### config.mk
export PLATFORM = sky130hd
export DESIGN_NAME = multi_stack_shared_store_top
export DESIGN_NICKNAME = d
export VERILOG_FILES = /design/src/rtl/core/mss_pkg.sv /design/src/rtl/core/mss_ram.sv /design/src/rtl/core/mss_datapath.sv /design/src/rtl/core/mss_ctrl.sv /design/src/rtl/core/multi_stack_shared_store_top.sv
export SDC_FILE = /design/constraint.sdc
export NUM_CORES = 1
export LEC_CHECK = 0
export BUFFER_PORTS_ARGS = -buffer_cell sky130_fd_sc_hd__clkbuf_2
export CAP_MARGIN = 20
export CORE_MARGIN = 2
export CORE_UTILIZATION = 30
export CTS_CLUSTER_DIAMETER = 50
export CTS_CLUSTER_SIZE = 40
export DETAILED_ROUTE_END_ITERATION = 8
export SYNTH_ARGS = -nofsm -noshare
export SYNTH_HDL_FRONTEND = slang
export SYNTH_HIERARCHICAL = 1
export SYNTH_SLANG_ARGS = --single-unit
### constraint.sdc
create_clock -name aclk -period 5.6 [get_ports aclk]
set_clock_uncertainty 0.05 [all_clocks]
set_input_delay 1.12 -clock aclk [delete_from_list [all_inputs] [get_ports aclk]]
set_output_delay 1.12 -clock aclk [all_outputs]
set_load 0.02 [all_outputs]
### src/rtl/core/mss_pkg.sv
// mss_pkg: command codes, field widths and the controller command bundle
// shared by the multi-stack store controller, datapath and top level
// no dependencies
`timescale 1ns / 1ps

package mss_pkg;

    localparam int CMD_W = 2;
    localparam int SID_W = 3;
    localparam int VAL_W = 32;

    // s_tdata carries cmd, stack_id, push_value; m_tdata carries
    // ok, top_value, stack_empty, store_full, both padded to whole bytes
    localparam int S_TDATA_W = 40;
    localparam int M_TDATA_W = 40;

    localparam logic [CMD_W-1:0] CMD_PUSH = 2'd0;
    localparam logic [CMD_W-1:0] CMD_POP  = 2'd1;
    localparam logic [CMD_W-1:0] CMD_PEEK = 2'd2;
    // unused code: changes nothing and reports the addressed stack
    localparam logic [CMD_W-1:0] CMD_RSVD = 2'd3;

    typedef struct packed {
        logic accept;    // latch the input transfer and start the link read
        logic update;    // apply list updates and start the value read
        logic load_out;  // move the pending result into the output register
    } mss_ctrl_t;

endpackage

### src/rtl/core/mss_ram.sv
// mss_ram: generic simple dual-port ram, one write and one registered read
// no dependencies
`timescale 1ns / 1ps

module mss_ram #(
    parameter int WIDTH = 32,
    parameter int DEPTH = 16,
    parameter int ADDR_W = (DEPTH > 1) ? $clog2(DEPTH) : 1
) (
    input  logic              aclk,
    input  logic              wr_en,
    input  logic [ADDR_W-1:0] wr_addr,
    input  logic [WIDTH-1:0]  wr_data,
    input  logic              rd_en,
    input  logic [ADDR_W-1:0] rd_addr,
    output logic [WIDTH-1:0]  rd_data
);

    logic [WIDTH-1:0] mem [DEPTH];
    logic [WIDTH-1:0] rd_data_reg;

    always_ff @(posedge aclk) begin
        if (wr_en) begin
            mem[wr_addr] <= wr_data;
        end
        if (rd_en) begin
            rd_data_reg <= mem[rd_addr];
        end
    end

    assign rd_data = rd_data_reg;

endmodule

### src/rtl/core/mss_datapath.sv
// mss_datapath: stack heads, free-list head, fill counter, link and value rams,
// pending result and output register
// depends on mss_pkg and mss_ram
`timescale 1ns / 1ps

module mss_datapath import mss_pkg::*; #(
    parameter int SLOT_COUNT = 16,
    parameter int STACK_COUNT = 8
) (
    input  logic                    aclk,
    input  logic                    aresetn,
    input  mss_ctrl_t               ctrl,
    input  logic [CMD_W-1:0]        in_cmd,
    input  logic [SID_W-1:0]        in_stack_id,
    input  logic signed [VAL_W-1:0] in_push_value,
    output logic                    out_ok,
    output logic signed [VAL_W-1:0] out_top_value,
    output logic                    out_stack_empty,
    output logic                    out_store_full
);

    localparam int PTR_W = $clog2(SLOT_COUNT + 1);
    localparam int ADDR_W = $clog2(SLOT_COUNT);
    localparam int SID_SPAN = 2 ** SID_W;
    localparam int HEAD_DEPTH = (STACK_COUNT < SID_SPAN) ? STACK_COUNT : SID_SPAN;
    localparam int HIDX_W = (HEAD_DEPTH > 1) ? $clog2(HEAD_DEPTH) : 1;
    localparam logic [PTR_W-1:0] NULL_PTR = PTR_W'(SLOT_COUNT);

    // list state
    logic [PTR_W-1:0] heads_reg [HEAD_DEPTH];
    logic [PTR_W-1:0] free_head_reg, free_head_next;
    // slots at or above fill_reg were never taken and still link to their successor
    logic [PTR_W-1:0] fill_reg, fill_next;

    // latched operation
    logic [CMD_W-1:0]        op_reg;
    logic                    sid_ok_reg;
    logic [HIDX_W-1:0]       hidx_reg;
    logic signed [VAL_W-1:0] val_reg;
    logic [PTR_W-1:0]        head_reg;
    logic [PTR_W-1:0]        link_addr_reg;
    logic                    link_fresh_reg;

    // pending result
    logic ok_p_reg, empty_p_reg, full_p_reg, use_val_p_reg;

    // output register
    logic                    m_ok_reg;
    logic signed [VAL_W-1:0] m_top_reg;
    logic                    m_empty_reg;
    logic                    m_full_reg;

    // accept-side decode
    logic              sid_ok_in;
    logic [HIDX_W-1:0] hidx_in;
    logic [PTR_W-1:0]  head_in;
    logic [PTR_W-1:0]  link_addr_in;

    // update-side decode
    logic [PTR_W-1:0] link_rd;
    logic [PTR_W-1:0] link_eff;
    logic             head_valid, free_valid;
    logic             do_push, do_pop, op_ok;
    logic [PTR_W-1:0] new_head;
    logic             link_wr_en;
    logic [PTR_W-1:0] link_wr_addr, link_wr_data;
    logic [VAL_W-1:0] value_rd;

    always_comb begin
        sid_ok_in = 32'(in_stack_id) < STACK_COUNT;
        hidx_in = sid_ok_in ? in_stack_id[HIDX_W-1:0] : '0;
        head_in = sid_ok_in ? heads_reg[hidx_in] : NULL_PTR;
        link_addr_in = (in_cmd == CMD_PUSH) ? free_head_reg : head_in;
    end

    always_comb begin
        link_eff = link_fresh_reg ? (link_addr_reg + PTR_W'(1)) : link_rd;
        head_valid = head_reg < NULL_PTR;
        free_valid = free_head_reg < NULL_PTR;
        do_push = sid_ok_reg && (op_reg == CMD_PUSH) && free_valid;
        do_pop = sid_ok_reg && (op_reg == CMD_POP) && head_valid;
        op_ok = do_push || do_pop || (sid_ok_reg && (op_reg == CMD_PEEK) && head_valid);

        new_head = head_reg;
        free_head_next = free_head_reg;
        if (do_push) begin
            new_head = free_head_reg;
            free_head_next = link_eff;
        end else if (do_pop) begin
            new_head = link_eff;
            free_head_next = head_reg;
        end

        fill_next = fill_reg;
        if (do_push && (free_head_reg == fill_reg)) begin
            fill_next = fill_reg + PTR_W'(1);
        end

        link_wr_en = ctrl.update && (do_push || do_pop);
        link_wr_addr = do_push ? free_head_reg : head_reg;
        link_wr_data = do_push ? head_reg : free_head_reg;
    end

    mss_ram #(
        .WIDTH (PTR_W),
        .DEPTH (SLOT_COUNT),
        .ADDR_W(ADDR_W)
    ) u_link_ram (
        .aclk   (aclk),
        .wr_en  (link_wr_en),
        .wr_addr(link_wr_addr[ADDR_W-1:0]),
        .wr_data(link_wr_data),
        .rd_en  (ctrl.accept),
        .rd_addr(link_addr_in[ADDR_W-1:0]),
        .rd_data(link_rd)
    );

    // a push answers with its own value, so its read of the slot being written is never used
    mss_ram #(
        .WIDTH (VAL_W),
        .DEPTH (SLOT_COUNT),
        .ADDR_W(ADDR_W)
    ) u_value_ram (
        .aclk   (aclk),
        .wr_en  (ctrl.update && do_push),
        .wr_addr(free_head_reg[ADDR_W-1:0]),
        .wr_data(val_reg),
        .rd_en  (ctrl.update),
        .rd_addr(new_head[ADDR_W-1:0]),
        .rd_data(value_rd)
    );

    always_ff @(posedge aclk) begin
        if (!aresetn) begin
            for (int i = 0; i < HEAD_DEPTH; i++) begin
                heads_reg[i] <= NULL_PTR;
            end
            free_head_reg <= '0;
            fill_reg <= '0;
        end else if (ctrl.update) begin
            if (do_push || do_pop) begin
                heads_reg[hidx_reg] <= new_head;
            end
            free_head_reg <= free_head_next;
            fill_reg <= fill_next;
        end
    end

    always_ff @(posedge aclk) begin
        if (ctrl.accept) begin
            op_reg <= in_cmd;
            sid_ok_reg <= sid_ok_in;
            hidx_reg <= hidx_in;
            val_reg <= in_push_value;
            head_reg <= head_in;
            link_addr_reg <= link_addr_in;
            link_fresh_reg <= link_addr_in >= fill_reg;
        end
        if (ctrl.update) begin
            ok_p_reg <= op_ok;
            empty_p_reg <= !(new_head < NULL_PTR);
            full_p_reg <= !(free_head_next < NULL_PTR);
            use_val_p_reg <= do_push;
        end
        if (ctrl.load_out) begin
            m_ok_reg <= ok_p_reg;
            m_empty_reg <= empty_p_reg;
            m_full_reg <= full_p_reg;
            if (empty_p_reg) begin
                m_top_reg <= '0;
            end else if (use_val_p_reg) begin
                m_top_reg <= val_reg;
            end else begin
                m_top_reg <= value_rd;
            end
        end
    end

    assign out_ok = m_ok_reg;
    assign out_top_value = m_top_reg;
    assign out_stack_empty = m_empty_reg;
    assign out_store_full = m_full_reg;

endmodule

### src/rtl/core/mss_ctrl.sv
// mss_ctrl: two-state operation sequencer and output handshake control
// depends on mss_pkg
`timescale 1ns / 1ps

module mss_ctrl import mss_pkg::*; (
    input  logic      aclk,
    input  logic      aresetn,
    input  logic      s_tvalid,
    output logic      s_tready,
    output logic      m_tvalid,
    input  logic      m_tready,
    output mss_ctrl_t ctrl
);

    localparam logic ST_IDLE   = 1'b0;
    localparam logic ST_UPDATE = 1'b1;

    logic state_reg, state_next;
    logic pend_reg, pend_next;
    logic m_tvalid_reg, m_tvalid_next;
    logic out_free;

    always_comb begin
        out_free = !m_tvalid_reg || m_tready;
        ctrl.load_out = pend_reg && out_free;
        s_tready = (state_reg == ST_IDLE) && (!pend_reg || out_free);
        ctrl.accept = s_tvalid && s_tready;
        ctrl.update = state_reg == ST_UPDATE;

        case (state_reg)
            ST_IDLE:   state_next = ctrl.accept ? ST_UPDATE : ST_IDLE;
            ST_UPDATE: state_next = ST_IDLE;
            default:   state_next = ST_IDLE;
        endcase

        if (ctrl.update) begin
            pend_next = 1'b1;
        end else if (ctrl.load_out) begin
            pend_next = 1'b0;
        end else begin
            pend_next = pend_reg;
        end

        if (ctrl.load_out) begin
            m_tvalid_next = 1'b1;
        end else if (m_tready) begin
            m_tvalid_next = 1'b0;
        end else begin
            m_tvalid_next = m_tvalid_reg;
        end
    end

    always_ff @(posedge aclk) begin
        if (!aresetn) begin
            state_reg <= ST_IDLE;
            pend_reg <= 1'b0;
            m_tvalid_reg <= 1'b0;
        end else begin
            state_reg <= state_next;
            pend_reg <= pend_next;
            m_tvalid_reg <= m_tvalid_next;
        end
    end

    assign m_tvalid = m_tvalid_reg;

`ifndef SYNTHESIS
    a_no_accept_in_update: assert property (@(posedge aclk) disable iff (!aresetn)
        (state_reg == ST_UPDATE) |-> !s_tready)
        else $error("input accepted while an operation updates the lists");

    a_update_leaves_result: assert property (@(posedge aclk) disable iff (!aresetn)
        (state_reg == ST_UPDATE) |=> (pend_reg && state_reg == ST_IDLE))
        else $error("update did not leave a pending result");

    a_pending_blocks_input: assert property (@(posedge aclk) disable iff (!aresetn)
        (pend_reg && !out_free) |-> !s_tready)
        else $error("new transfer taken while a result is stuck");

    a_load_shows_result: assert property (@(posedge aclk) disable iff (!aresetn)
        ctrl.load_out |=> (m_tvalid_reg && !pend_reg))
        else $error("loaded result not presented");
`endif

endmodule

### src/rtl/core/multi_stack_shared_store_top.sv
// multi_stack_shared_store_top: usage notes
// s_ channel takes one operation per transfer: push, pop or peek on one of
//   the stacks; m_ channel returns exactly one result per operation, in order.
// every operation is read from the stack head flops and the link ram in the
//   accept cycle and applied in the next cycle; its result then waits in the
//   pending result register until the output register is free, is loaded there,
//   and m_tvalid rises with it.
// the next operation is not accepted until the current one has applied its list
//   update, which needs the dependent link ram read (registered) first.
// a finished result waits in the output register while the next operation is
//   accepted; with m_tready low and one more result pending, s_tready drops.
// reset (aresetn low, synchronous) empties all stacks and threads every slot
//   on the free list at once; untaken slots are tracked by a fill counter, so
//   there is no clearing pass and the block is ready the cycle after reset.
// depends on mss_pkg, mss_ctrl, mss_datapath, mss_ram
`timescale 1ns / 1ps

module multi_stack_shared_store_top import mss_pkg::*; #(
    parameter int SLOT_COUNT = 16,
    parameter int STACK_COUNT = 8
) (
    input  logic                 aclk,
    input  logic                 aresetn,
    input  logic                 s_tvalid,
    output logic                 s_tready,
    // cmd[1:0], stack_id[4:2], push_value[36:5], zeros above
    input  logic [S_TDATA_W-1:0] s_tdata,
    output logic                 m_tvalid,
    input  logic                 m_tready,
    // ok[0], top_value[32:1], stack_empty[33], store_full[34], zeros above
    output logic [M_TDATA_W-1:0] m_tdata
);

    mss_ctrl_t               ctrl;
    logic                    out_ok;
    logic signed [VAL_W-1:0] out_top_value;
    logic                    out_stack_empty;
    logic                    out_store_full;

    mss_ctrl u_ctrl (
        .aclk    (aclk),
        .aresetn (aresetn),
        .s_tvalid(s_tvalid),
        .s_tready(s_tready),
        .m_tvalid(m_tvalid),
        .m_tready(m_tready),
        .ctrl    (ctrl)
    );

    mss_datapath #(
        .SLOT_COUNT (SLOT_COUNT),
        .STACK_COUNT(STACK_COUNT)
    ) u_datapath (
        .aclk           (aclk),
        .aresetn        (aresetn),
        .ctrl           (ctrl),
        .in_cmd         (s_tdata[CMD_W-1:0]),
        .in_stack_id    (s_tdata[CMD_W+SID_W-1:CMD_W]),
        .in_push_value  (s_tdata[CMD_W+SID_W+VAL_W-1:CMD_W+SID_W]),
        .out_ok         (out_ok),
        .out_top_value  (out_top_value),
        .out_stack_empty(out_stack_empty),
        .out_store_full (out_store_full)
    );

    assign m_tdata = {{(M_TDATA_W - VAL_W - 3){1'b0}}, out_store_full, out_stack_empty,
                      out_top_value, out_ok};

endmodule
==> results <==
- The flow ran to the end, and the final reports show no timing, DRC or antenna violations.
- The width of the die is 318.9 µm.
- The post-cts gate resize count is 0.
- The CTS sink count is 769.
- The post-detailed-route via-to-cell ratio is about 5.
- sky130_fd_sc_hd__edfxtp_1 takes more of the synthesized area than any other cell.
- Setup repair after global routing left no endpoint under its margin.
- Global routing finished with a remaining overflow of 0.
- The clock period minus final worst setup slack is 4.167 ns.
- The max-slew violation total from the final report came to 0.
- The number of antenna violations at the first check in global routing is 0.
- The arrival time of data at the critical path endpoint is 4.47 ns.
- The initial core utilization is 30.27%.
- The post-place setup slack is between 1 and 1.5 ns.
- Buffers placed on the I/O ports in this run total 77.
- The total stage count of the critical path is 9.
- The die covers 101700 µm².
- The clock tree root driver cell is sky130_fd_sc_hd__clkbuf_16.
- At the worst endpoint, the required time is approximately 5.9 ns.
- The first detailed-routing pass took 5 iterations.
- In this run the number of H-tree levels came out at 3.
- The most numerous cell on the critical path is sky130_fd_sc_hd__nand2_1.
- The net switching fraction of the power is 22.90%.
- The number of nets in the layout is 1623.
- The class of the tightest hold or removal check is reg -> reg.
- The actual transition at the worst max-transition pin is roughly 1.1 ns.
- The leakage power total is 11.12 nW.
- The share of synthesized area in the top cell type comes to 76.31%.
- The estimated wirelength of the detail-placed design is 36920 µm.
- The overall power after layout is 0.01294 W.
- The critical path capture point type is a flop.
- In this run, synthesis produced a sequential element count of 769.
- No sink is reached through more buffers than the 3 on the longest clock path.
- The switching power of the nets is 0.002962 W.
- After detailed routing, the average wire length per cell comes to 22.36 µm.
- Sorting the synthesized cells by area gives the leading types as sky130_fd_sc_hd__edfxtp_1 76%, sky130_fd_sc_hd__mux4_2 11%, sky130_fd_sc_hd__a22oi_1 1.7%.
- Summing all multi-input logic gate instances after layout gives 6477 µm².
- In this run the power density over the cells is 373.1 nW/µm².
- The violation count after the first detailed-routing iteration is approximately 1200.
- Cells with a size suffix above 1 make up 27.84% of the layout.
- Cell internal power was estimated by the tool at 0.009974 W.
- The summed negative setup slack over all endpoints is 0 ns.
- The total core area is 98280 µm².
- Setup violations remaining at the end of the flow were counted as 0.
- The part of the total power dissipated in sequential elements is 50.3%.
- The flip-flop count of the largest register, all copies and words added is 512.
- The dominant register cell in the synthesized netlist is sky130_fd_sc_hd__edfxtp_1.
- Synthesis produced 1450 cells.
- The final worst-path setup slack is 1.433 ns.
- The cell area that synthesis handed to floorplanning was 29750 µm².
- From synthesis to final layout, the design area changed by 16.56%.
- The total routed wirelength is 65420 µm.
- Clock-pin slew was measured on the worst setup and hold paths at 0.06 ns.
- The number of placement rows is 115.
- The clock tree from TritonCTS is yes.
- The vertical die dimension is 318.9 µm.
- The number of global-route vias before repair is 15169.
- Once layout is complete, the utilization of the core stands at about a third.
- Clock tree synthesis inserted a total of 81 buffers.
- The clock latency of the later-clocked register in the worst-skew pair is 0.63 ns.
- Entering global routing, the biggest net connects 54 pins.
- The fmax is 240.0 MHz.
- The peak supply drop is between 0.00015 and 0.0002 V.
- For this design the top-level I/O count stands at 86.
- The slowest stage of the critical path belongs to the cell sky130_fd_sc_hd__or3_1.
- For this run, design rule violations remaining after detail routing come to 0.
- Along the worst hold path, the cell count comes to 0.
- Counting both buffers and inverters, the worst setup path holds a total of 3.
- The share of flip-flops with an asynchronous set or reset after synthesis is 0%.
- The quantity of hold-fixing buffers added after cts is 0.
- Detailed routing inserted a total of 14230 vias.
- The launching element type of the critical path is a flop.
- Synthesis instantiated 62 different standard cells from the library.
- The routability congestion estimate from global placement is 0.7321.
- Counting the fill cells in the layout gives 8992.
- The synthesized design contains 756 enable-type register cells.
- The minimum hold slack is 0.3715 ns.
- Along the worst path, the maximum fanout reaches 50.
- The number of hold violations in the final report is 0.
- The share of power burned in the clock network is between 40% and 50%.
- Measured against its own limit, the worst slew margin works out to ~27%.
- Sequential cells were found to cover 77.19% of the synthesized design area.
- The average footprint of a synthesized cell is 20.52 µm².
- Once the clock tree was built, the setup fixing pass inserted 0 buffers.
- The combinational cell fraction of total power is 5.8%.
- The storage element area is 22960 µm².
- The number of nets still failing antenna checks after routing is 0.
- The first global-routing pass estimated just under 100000 µm of wire.
- The total of warnings raised by yosys is 6.
- The max capacitance violation total is 0.
- For the worst flop-to-flop path, the logic depth is 9.
- In this design, the stage delay of the slowest critical-path cell is 0.70 ns.
- After layout, the worst path uses 74.41% of the clock period.
- The kind of cell with the highest combined delay along the critical path is buffers and inverters.
- Across every metal layer, demand over resource in global routing totals 12.89%.
- The signal on the critical path passes through or3_1 > inv_4 > nand2_1 > o31a_1 > inv_8 > buf_12 > mux4_2 > a22oi_1 > nand2_1.
- The critical path start-end classification is reg -> reg.
-- cell usage after synthesis (all sizes together), types with 11 or more instances --
cell type    n
nand2       94
nor3        20
inv         11
clkbuf      25
mux2        11
buf         52
edfxtp     756
a22oi       69
nor2        95
mux4       158
mux2i       36
nand3       22
dfxtp       13
-- area by class of cell --
cell class / instances / share of cell area (%)
Clock buffer: 88 / 6.105
Tap cell: 1287 / 4.644
Antenna cell: 1 / 0.007217
Sequential cell: 769 / 66.22
Inverter: 11 / 0.1552
Clock inverter: 61 / 2.234
Multi-Input combinational cell: 597 / 18.68
Timing Repair Buffer: 112 / 1.952
-- metal layers --
metal,vias to the layer above,track usage [%],wire length (µm),part of all wire [%]
met2,392,22.01,32830,50
met1,7542,16.84,28040,43
met3,110,2.038,3022,4.6
met5,-,0,0,0
li1,6186,-,-,-
met4,0,4.034,1527,2.3
-- power by group through the flow --
stage	clock network [W]	logic (W)	registers (W)
2_1_floorplan	0	0.000544	0.00661
3_3_place_gp	0	0.000755	0.00663
3_5_place_dp	0	0.000761	0.00664
4_1_cts	0.00581	0.000764	0.00651
5_1_grt	0.00604	0.000811	0.00652
6_report	0.00568	0.000745	0.00651
-- kinds of logic after synthesis --
| kind of cell | Yosys count | synth area share (%) |
|---|---|---|
| AOI/OAI and AO/OA | 104 | 2.805 |
| xor gates and xnor gates | 6 | 0.1766 |
| adders and majority gates | 7 | 0.2944 |
| buffers and inverters | 88 | 1.594 |
| DFF | 769 | 77.19 |
| muxes | 205 | 13.77 |
| other | 1 | 0.01261 |
| and+or+nand+nor | 270 | 4.164 |
-- final timing paths --
| kind | from | endpoint | slack [ns] |
|---|---|---|---|
| worst max-delay path | u_datapath/op_reg[1]$_DFFE_PP_ | u_datapath/u_value_ram/rd_data[4]$_DFFE_PP_ | 1.43 |
| worst min-delay path | u_datapath/ok_p_reg$_DFFE_PP_ | u_datapath/out_ok$_DFFE_PP_ | 0.37 |
| worst max register to register | u_datapath/op_reg[1]$_DFFE_PP_ | u_datapath/u_value_ram/rd_data[4]$_DFFE_PP_ | 1.43 |
| worst min register to register | u_datapath/ok_p_reg$_DFFE_PP_ | u_datapath/out_ok$_DFFE_PP_ | 0.37 |
-- cell usage in the layout (no fill, tap or decap), types with 8 or more instances in the layout --
cell type and count:
sky130_fd_sc_hd__a22oi_1 69, sky130_fd_sc_hd__buf_4 32, sky130_fd_sc_hd__bufinv_16 8, sky130_fd_sc_hd__clkbuf_16 84
sky130_fd_sc_hd__clkbuf_2 77, sky130_fd_sc_hd__clkinv_8 9, sky130_fd_sc_hd__clkinvlp_4 9, sky130_fd_sc_hd__dfxtp_1 12
sky130_fd_sc_hd__edfxtp_1 756, sky130_fd_sc_hd__inv_6 11, sky130_fd_sc_hd__inv_8 9, sky130_fd_sc_hd__mux2i_1 36
sky130_fd_sc_hd__mux4_1 10, sky130_fd_sc_hd__mux4_2 148, sky130_fd_sc_hd__nand2_1 94, sky130_fd_sc_hd__nand2b_1 10
sky130_fd_sc_hd__nand3_1 22, sky130_fd_sc_hd__nor2_1 81, sky130_fd_sc_hd__nor2_4 13, sky130_fd_sc_hd__nor3_1 13
-- metrics by stage --
stage | instance area [µm²] | instances
after floorplan | 29760 | 1454
after global placement | 31770 | 2775
after detailed placement | 31780 | 2776
after CTS | 34670 | 2925
after global routing | 34670 | 2925
final | 34680 | 2926
Note: power is estimated with default switching activity, not from simulation.
